## src/hw/rtl/fft2_pkg.sv

```systemverilog
// ----------------------------------------------------------------------------
// fft2_pkg
// Shared constants and controller command type for the radix-2 butterfly stage.
// ----------------------------------------------------------------------------
package fft2_pkg;

   // twiddle format is Q1.15 independent of the sample width
   localparam int TW_BITS = 16;

   // pi/2 in Q61, 1/sqrt2 in Q63, 1.0 in Q61
   localparam logic [63:0] PI_HALF_Q61   = 64'h3243F6A8885A308D;
   localparam logic [63:0] INV_SQRT2_Q63 = 64'h5A827999FCEF3242;
   localparam logic [63:0] Q61_ONE       = 64'h2000000000000000;

   // Taylor series divisors: sin term 2i*(2i+1), cos term (2i-1)*2i
   localparam int TAYLOR_TERMS = 24;
   localparam logic [11:0] SIN_DIV [TAYLOR_TERMS] = '{
      12'd6,    12'd20,   12'd42,   12'd72,   12'd110,  12'd156,
      12'd210,  12'd272,  12'd342,  12'd420,  12'd506,  12'd600,
      12'd702,  12'd812,  12'd930,  12'd1056, 12'd1190, 12'd1332,
      12'd1482, 12'd1640, 12'd1806, 12'd1980, 12'd2162, 12'd2352
   };
   localparam logic [11:0] COS_DIV [TAYLOR_TERMS] = '{
      12'd2,    12'd12,   12'd30,   12'd56,   12'd90,   12'd132,
      12'd182,  12'd240,  12'd306,  12'd380,  12'd462,  12'd552,
      12'd650,  12'd756,  12'd870,  12'd992,  12'd1122, 12'd1260,
      12'd1406, 12'd1560, 12'd1722, 12'd1892, 12'd2070, 12'd2256
   };

   // controller to datapath commands
   typedef struct packed {
      logic load;      // capture word, read twiddle, step index
      logic mult;      // b * W partial products
      logic sum;       // a +/- bW
      logic scale;     // times 1/sqrt2
      logic out_load;  // round, saturate, fill output register
   } cmd_type;

endpackage

```

## src/hw/rtl/fft2_ctrl.sv

```systemverilog
// ----------------------------------------------------------------------------
// fft2_ctrl
// Sequencer for one butterfly word at a time and the output register valid.
// ----------------------------------------------------------------------------
module fft2_ctrl (
   input  logic              clock,
   input  logic              reset,
   input  logic              req_valid,
   output logic              req_ready,
   output logic              rsp_valid,
   input  logic              rsp_ready,
   output fft2_pkg::cmd_type cmd
);

   typedef enum logic [2:0] {
      IDLE,
      MULT,
      SUM,
      SCALE,
      OUTPUT
   } state_type;

   state_type state_ff, state_in;
   logic      out_valid_ff, out_valid_in;
   logic      out_free;

   assign out_free = !out_valid_ff || rsp_ready;

   always_comb begin
      state_in     = state_ff;
      out_valid_in = out_valid_ff;
      cmd          = '0;
      if (out_valid_ff && rsp_ready) begin
         out_valid_in = 1'b0;
      end
      case (state_ff)
         IDLE: begin
            if (req_valid) begin
               cmd.load = 1'b1;
               state_in = MULT;
            end
         end
         MULT: begin
            cmd.mult = 1'b1;
            state_in = SUM;
         end
         SUM: begin
            cmd.sum  = 1'b1;
            state_in = SCALE;
         end
         SCALE: begin
            cmd.scale = 1'b1;
            state_in  = OUTPUT;
         end
         OUTPUT: begin
            if (out_free) begin
               cmd.out_load = 1'b1;
               out_valid_in = 1'b1;
               state_in     = IDLE;
            end
         end
         default: begin
            state_in = IDLE;
         end
      endcase
   end

   always_ff @(posedge clock) begin
      if (reset) begin
         state_ff     <= IDLE;
         out_valid_ff <= 1'b0;
      end else begin
         state_ff     <= state_in;
         out_valid_ff <= out_valid_in;
      end
   end

   assign req_ready = (state_ff == IDLE);
   assign rsp_valid = out_valid_ff;

endmodule

```

## config.mk

```make
export PLATFORM = sky130hd
export DESIGN_NAME = fft2_ctrl
export DESIGN_NICKNAME = d
export VERILOG_FILES = /design/src/hw/rtl/fft2_pkg.sv /design/src/hw/rtl/fft2_ctrl.sv
export SDC_FILE = /design/constraint.sdc
export NUM_CORES = 1
export LEC_CHECK = 0
export ABC_AREA = 1
export ABC_CLOCK_PERIOD_IN_PS = 2200
export BUFFER_PORTS_ARGS = -buffer_cell sky130_fd_sc_hd__buf_2
export CORE_AREA = 2 2 39 41
export CTS_CLUSTER_DIAMETER = 80
export DETAILED_ROUTE_END_ITERATION = 12
export DIE_AREA = 0 0 41 43
export PLACE_DENSITY = 0.37
export SYNTH_ARGS = -nofsm -noshare
export SYNTH_HDL_FRONTEND = slang
export SYNTH_SLANG_ARGS = --single-unit
```

## constraint.sdc

```tcl
create_clock -name clock -period 2.2 [get_ports clock]
set_clock_uncertainty 0.05 [all_clocks]
set_input_delay 0.22 -clock clock [delete_from_list [all_inputs] [get_ports clock]]
set_output_delay 0.22 -clock clock [all_outputs]
set_load 0.005 [all_outputs]
```

==> results.cfg, run 1 <==
[status]
status = completed

[worst_setup_path]
worstSetupPathType = reg2out
cp.required_ns = 1.93
worstPathCellList = inv_2 -> nor4_1 -> buf_2
cp_data_arrival_time_ns = 1.05
cpMaxStageDelayCell = dfxtp_1
worst_setup_path_start_kind = register
critPathMaxFanout = 4
critPathBufInv = 2
cp_top_family = flip-flops
max_stage_delay_ns = 0.38
r2r_setup_slack_ns = 1.36
critPathCaptureType = primary output

[pwr]
powerDensity_nw_per_um2 = 715
power_uw = 205
leakagePower_nw = 0.160
irDropWorstVdd_mv = 0.183

[cts]
cts_root_buf = clkbuf_4
cts_resized = 0
cts_setup_buffers = 0
cts_buffers = 3
htreeDepth = 1
clock_sinks = 4
cts_buffer_depth = 2
insertion_delay_ns = 0.24
path_clk_slew_ns = 0.04
cts_tree = yes
ctsHoldBuffers = 0

[placed_design]
io_buffers = 10
place_congestion = 0.622
placed_cell_area_um2 = 264
dp_cells = 55
dp_hpwl_um = 374
pre_cts_slack_ns = 1.12

[synth]
yosys_warnings = 0
syn-num-nets = 33
synth_top_area_share_pct = 41.3
ys_ff_latch = 4
syn_area_um2 = 194
yosysSeqAreaShare_pct = 41.3
syn_inst = 29
yosys.area.top_type = dfxtp_1
synth.distinct_cells = 11
syn_avg_cell_area_um2 = 6.69
synthTopCellsByArea = dfxtp_1 (41%), inv_1 (14%), nor2_1 (9.7%)

[global_route]
antenna_found_initial = 0
grt_usage_pct = 7.72
grt_pass1_wl_um = 779
grt_pass1_vias = 215
grt-ovfl-total = 0
grt_max_degree = 7

[finish]
diodes = 0
final_util_pct = 20.7
final_cells = 58
final_layout_size_suffix_gt1_share_pct = 40.5
final_area_um2 = 287
nets = 48
layout_commonest_cell = buf_2
area_growth_pct = 47.7
final_cell_mix = buf_2 (10), inv_1 (7), nor2_1 (5)
fillCellCount = 164

[detailed_routing]
vias = 210
dr.pass1.iters = 2
viasPerCell = 3.62
ant_nets = 0
drtIter0Drc = 1
detail_route.wl_per_cell_um = 7.93
drc_errors = 0
wirelength_um = 460

[timing]
slew_viol_final = 0
setup_viol = 0
fmax_mhz = 757
worst_slack_ns = 0.880
period_share_pct = 60.0
finalHoldViolations = 0
setup_tns_ns = 0
rsz0062_at_grt = false
post-route-min-period_ns = 1.32
relSlewSlack_pct = 86.2
tightest_slew_ns = 0.205
fin_hold_ws_ns = 0.137

[die]
die_height_um = 43
ios = 11
initial_core_util_pct = 14.0
fp-row-count = 14
die_w_um = 41
dieArea_um2 = 1760
coreArea_um2 = 1380

[run]
max-cap-violations = 0

[hold_path]
hold_path_class = in2reg
## synthesized netlist by cell type
cell	number
a21oi_2	1
nor2_1	5
inv_2	2
nor4_1	1
nand2_1	2
nand3_1	3
dfxtp_1	4
nor2_2	1
inv_1	7
a21oi_1	2
o211ai_1	1
## where the power goes
part | switching, mW | leakage, nW | internal (mW)
logic | 0.0157 | 0.113 | 0.0142
clock network | 0.0315 | 0.0138 | 0.0611
registers | 0.00544 | 0.0327 | 0.0767
total | 0.0527 | 0.160 | 0.152
## worst reg2reg max path, stage by stage (launching register included)
cell     delay, ns
dfxtp_1       0.35
nor2_1        0.15
nand3_1       0.11
a21oi_2       0.12
## per-layer routing
metal  track usage (%)  routed length (µm)  vias up
met2              9.69                 248        7
li1                  -                   -      117
met5                 0                   0        -
met3              1.57                  14        2
met1              7.05                 173       84
met4              14.0                  24        0
## layout make-up
cell class	instances	area [µm²]	share of cell area (%)
Sequential cell	4	80.1	27.9
Inverter	9	33.8	11.8
Tap cell	16	20.0	6.99
Timing Repair Buffer	10	50.0	17.5
Multi-Input combinational cell	16	80.1	27.9
Clock buffer	3	22.5	7.86
## worst paths after layout
check              startpoint           to  depth (start not counted)
setup / recovery  state_ff[2]       cmd[0]                          3
setup reg to reg  state_ff[0]  state_ff[2]                          3
hold reg to reg   state_ff[2]  state_ff[2]                          2
hold / removal          reset  state_ff[2]                          2
## registers in the layout, summed over array words and instances (netlist names)
name,count
rsp_valid,1
state_ff,3
## cells by family after synthesis
kind of cell / count (synthesis) / share of synthesized area [%]
AND/OR/NAND/NOR: 12 / 27.7
buffers and inverters: 9 / 17.4
AO/OA/AOI/OAI: 4 / 13.6
flip-flops: 4 / 41.3
Note: power is estimated with default switching activity, not from simulation.
==> run 2: changes to the inputs <==
- ABC_AREA: 1 -> 0
- ABC_CLOCK_PERIOD_IN_PS: 2200 -> 1200
- PLACE_DENSITY: 0.37 -> 0.38
- clock period: 2.2 -> 1.2 ns (I/O delays scaled with it)
==> results.cfg, run 2 <==
[die]
dieArea_um2 = 1760
initial_core_util_pct = 13.8
die_w_um = 41
fp-row-count = 14
die_height_um = 43
ios = 11
coreArea_um2 = 1380

[detailed_routing]
dr.pass1.iters = 2
detail_route.wl_per_cell_um = 8.00
viasPerCell = 3.67
vias = 191
drc_errors = 0
wirelength_um = 416
ant_nets = 0
drtIter0Drc = 1

[timing]
fin_hold_ws_ns = 0.0561
rsz0062_at_grt = true
post-route-min-period_ns = 1.33
relSlewSlack_pct = 84.8
period_share_pct = 111
slew_viol_final = 0
fmax_mhz = 753
finalHoldViolations = 0
setup_viol = 2
tightest_slew_ns = 0.225
worst_slack_ns = -0.128

[synth]
syn_area_um2 = 191
syn_inst = 19
ys_ff_latch = 4
syn_avg_cell_area_um2 = 10.1
synthArstFlopShare_pct = 0
synthTopCellsByArea = dfxtp_1 (42%), nor3b_1 (7.8%), o31ai_2 (6.5%)
synthTopCellsByCount = dfxtp_1 (4), nor3_1 (2), nor3b_1 (2)
synthFlopType = dfxtp_1
synth.distinct_cells = 14
syn-num-nets = 23
yosysMostFrequentCell = dfxtp_1
yosys_warnings = 0
yosysSeqAreaShare_pct = 41.8
synth_top_area_share_pct = 41.8
synth-edff-count = 0
yosys.area.top_type = dfxtp_1

[placed_design]
io_buffers = 10
dp_cells = 48
place_congestion = 0.696
dp_hpwl_um = 321

[finish]
diodes = 0
nets = 42
final_cell_mix = buf_2 (10), clkbuf_4 (3), buf_4 (3), dfxtp_2 (3)
layout_commonest_cell = buf_2
largest_reg_flops = 3
final_util_pct = 24.4
top_register = state_ff
final_cells = 52
final_layout_size_suffix_gt1_share_pct = 66.7
area_growth_pct = 76.5

[worst_setup_path]
worstSetupPathType = reg2out
cp_data_arrival_time_ns = 1.16
ff2ff_path_depth = 3
critPathCaptureType = primary output
r2r-start = state_ff[0]
r2r-end = state_ff[2]
cp.required_ns = 1.03
worst_setup_path_start_kind = register
r2r_setup_slack_ns = 0.05
crit_start = state_ff[0]
critPathMaxFanout = 2

[pwr]
clockPowerShare_pct = 40.2
seq_power_share_pct = 36.3
powerDensity_nw_per_um2 = 1230
p_int_uw = 313
swShare_pct = 24.7
irDropWorstVdd_mv = 0.270
p_sw_uw = 102
leakagePower_nw = 0.157
combPwrFrac_pct = 23.5

[global_route]
grt_pass1_wl_um = 779
antenna_found_initial = 0
grt_max_degree = 8
grt_usage_pct = 7.24
grt_pass1_vias = 205
grt-ovfl-total = 0

[cts]
clock_sinks = 4
htreeDepth = 1
path_clk_slew_ns = 0.04
cts_root_buf = clkbuf_4
cts_buffer_depth = 2
cts_buffers = 3
cts_tree = yes
insertion_delay_ns = 0.24

[status]
violations = negative setup slack
status = complete, but fails checks

[hold_path]
hold_path_class = in2reg
holdPathEnd = state_ff[1]
hp-start = reset
holdPathStages = 2

[run]
max-cap-violations = 0
[run 2: area by class of cell]
| cell class | instances | area [µm²] |
|---|---|---|
| fill | 155 | 1050 |
| multi-input combinational | 15 | 128 |
| sequential | 4 | 83.8 |
| timing repair buffer | 14 | 83.8 |
| clock buffer | 3 | 22.5 |
| tap | 16 | 20.0 |
[run 2: kinds of logic (layout without fill, tap and decap cells)]
family | count (synthesis) | count (layout) | share of synthesized area, %
AND/OR/NAND/NOR | 12 | 12 | 44.4
flip-flops | 4 | 4 | 41.8
AO/OA/AOI/OAI | 2 | 2 | 9.15
XOR/XNOR | 1 | 1 | 4.58
buffers and inverters | 0 | 17 | 0
[run 2: worst max path at each step]
stage / to / depth (start not counted) / slack [ns]
global placement: cmd[0] / 3 / 0.09
CTS: cmd[0] / 3 / -0.15
detailed placement: cmd[0] / 3 / 0.08
global route: cmd[0] / 3 / -0.18
finish: cmd[0] / 3 / -0.13
floorplan: state_ff[2] / 2 / 0.1
[run 2: metrics by stage]
stage                     TNS [ns]  total power, mW  cell area (µm²)  setup slack [ns]
after floorplan                  0            0.191              191            0.0994
after global placement           0            0.234              284            0.0917
after detailed placement         0            0.235              284            0.0816
after CTS                   -0.250            0.424              335            -0.149
after global routing        -0.496            0.451              338            -0.179
final                       -0.197            0.415              338            -0.128
[run 2: layer usage]
metal / vias to the layer above / wire (µm) / global-route usage, %
met2: 0 / 243 / 8.75
met3: 0 / 0 / 3.14
li1: 105 / - / -
met4: 0 / 0 / 10.0
met1: 86 / 172 / 7.42
met5: - / 0 / 0
[run 2: power by group through the flow]
stage                     Clock (mW)  Combinational, mW  Sequential [mW]
after detailed placement           0             0.0843            0.150
after CTS                      0.176             0.0987            0.149
after global placement             0             0.0841            0.150
after floorplan                    0             0.0336            0.158
after global routing           0.189              0.109            0.152
final                          0.167             0.0976            0.151
[run 2: worst max-delay path, cell delays in order, from the launching register on]
cell and delay, ns:
dfxtp_2 0.31, or3b_4 0.39, nor2b_1 0.11, buf_2 0.11
[run 2: repair_timing]
| action | CTS | global route |
|---|---|---|
| setup endpoints to repair | 4 | 6 |
| hold buffers | 0 | 0 |
| pin swaps | 1 | 0 |
| buffers inserted | 1 | 0 |
| gates resized for setup | 5 | 2 |
==> run 3: changes to the inputs <==
- HOLD_SLACK_MARGIN: default -> 0.12
- REMOVE_ABC_BUFFERS: default -> 1
- SETUP_SLACK_MARGIN: default -> 0.1
==> results.cfg, run 3 (same netlist as run 2, synthesis figures left out) <==
[die]
initial_core_util_pct = 13.8
dieArea_um2 = 1760
die_w_um = 41
ios = 11
die_height_um = 43
coreArea_um2 = 1380
fp-row-count = 14

[timing]
fmax_mhz = 752
relSlewSlack_pct = 85.2
post-route-min-period_ns = 1.33
setup_viol = 2
tightest_slew_ns = 0.220
period_share_pct = 111
setup_tns_ns = -0.197
finalHoldViolations = 0
worst_slack_ns = -0.129
rsz0062_at_grt = true
slew_viol_final = 0

[worst_setup_path]
cp.required_ns = 1.03
critPathCaptureType = primary output
critPathMaxFanout = 2
worstPathCellList = or3b_4 -> nor2b_1 -> buf_2
worst_setup_path_start_kind = register
cp.depth = 3
cp_top_family = simple AND/OR/NAND/NOR gates
cpMaxStageDelayCell = or3b_4
critPathBufInv = 1
max_stage_delay_ns = 0.39
worstSetupPathType = reg2out
ff2ff_path_depth = 3
cp_data_arrival_time_ns = 1.16

[finish]
final_util_pct = 26.1
top_register = state_ff
largest_reg_flops = 3
diodes = 0
area_growth_pct = 88.9
multi_input_area_um2 = 131
nets = 44
fillCellCount = 155
seqCellArea_um2 = 83.8
layout_commonest_cell = buf_2
final_cell_mix = buf_2 (10), clkbuf_4 (3), buf_4 (3), dfxtp_2 (3), dlygate4sd3_1 (2)
final_layout_size_suffix_gt1_share_pct = 65.8

[detailed_routing]
detail_route.wl_per_cell_um = 8.17
ant_nets = 0
drc_errors = 0
dr.pass1.iters = 3
drtIter0Drc = 2
viasPerCell = 3.69
wirelength_um = 441
vias = 199

[cts]
cts_buffer_depth = 2
cts_buffers = 3
path_clk_slew_ns = 0.04
cts_root_buf = clkbuf_4
cts_tree = yes
clock_sinks = 4
insertion_delay_ns = 0.24
htreeDepth = 1

[status]
violations = negative setup slack
status = complete, but fails checks

[global_route]
grt_max_degree = 8
grt-ovfl-total = 0
grt_pass1_vias = 216
grt_usage_pct = 7.54
grt_pass1_wl_um = 814
antenna_found_initial = 0

[pwr]
powerDensity_nw_per_um2 = 1160
irDropWorstVdd_mv = 0.267
power_uw = 421
leakagePower_nw = 0.165

[hold_path]
holdPathStages = 3
hold_path_class = in2reg

[placed_design]
io_buffers = 10
dp_hpwl_um = 321
place_congestion = 0.696

[run]
max-cap-violations = 0
run 3: cell count changes in the layout (fill, tap and decap cells not counted):
cell,change
a21oi_1,-1
a21oi_2,+1
dlygate4sd3_1,+2
run 3: power by group:
part           internal, mW  leakage [nW]  total [mW]  switching, mW
logic                0.0607         0.118       0.103         0.0427
clock network         0.112        0.0138       0.167         0.0547
registers             0.145        0.0338       0.151        0.00622
total                 0.317         0.165       0.421          0.104
run 3: through the flow:
step / setup slack (ns) / hold slack (ns) / cell area, µm² / std cells
2_1_floorplan: 0.0994 / 0.139 / 191 / 19
3_3_place_gp: 0.0917 / 0.307 / 284 / 48
3_5_place_dp: 0.0816 / 0.310 / 284 / 48
4_1_cts: -0.149 / 0.124 / 357 / 54
5_1_grt: -0.184 / 0.146 / 362 / 54
6_report: -0.129 / 0.131 / 362 / 54
run 3: final cells by class:
| class | count | area share [%] |
|---|---|---|
| timing repair buffer | 16 | 28.7 |
| tap | 16 | 5.54 |
| multi-input combinational | 15 | 36.3 |
| sequential | 4 | 23.2 |
| clock buffer | 3 | 6.23 |
run 3: worst register-to-register path: cells and delay by family, from the launching register on:
family / cells / cell delay, ns
AOI/OAI and AO/OA: 1 / 0.16
and+or+nand+nor: 1 / 0.39
DFF: 1 / 0.31
buffers and inverters: 1 / 0.15
run 3: metal layers:
layer / wire length, µm / GRT usage (%)
met1: 177 / 7.42
met2: 263 / 9.69
met3: 0 / 3.14
met4: 0 / 10.0
met5: 0 / 0
run 3: worst paths after layout:
kind	startpoint	end	slack [ns]
worst min-delay path	reset	state_ff[2]	0.13
worst max-delay path	state_ff[0]	cmd[0]	-0.13
worst min register to register	state_ff[2]	state_ff[2]	0.48
worst max register to register	state_ff[0]	state_ff[2]	0.04
run 3: repair_timing:
item | CTS | global route
cloned | 0 | 0
pin swaps | 1 | 0
hold buffers | 2 | 0
buffers inserted | 1 | 0
resized for setup | 6 | 2
setup endpoints to repair | 6 | 8
endpoints found under the hold margin | 4 | 0
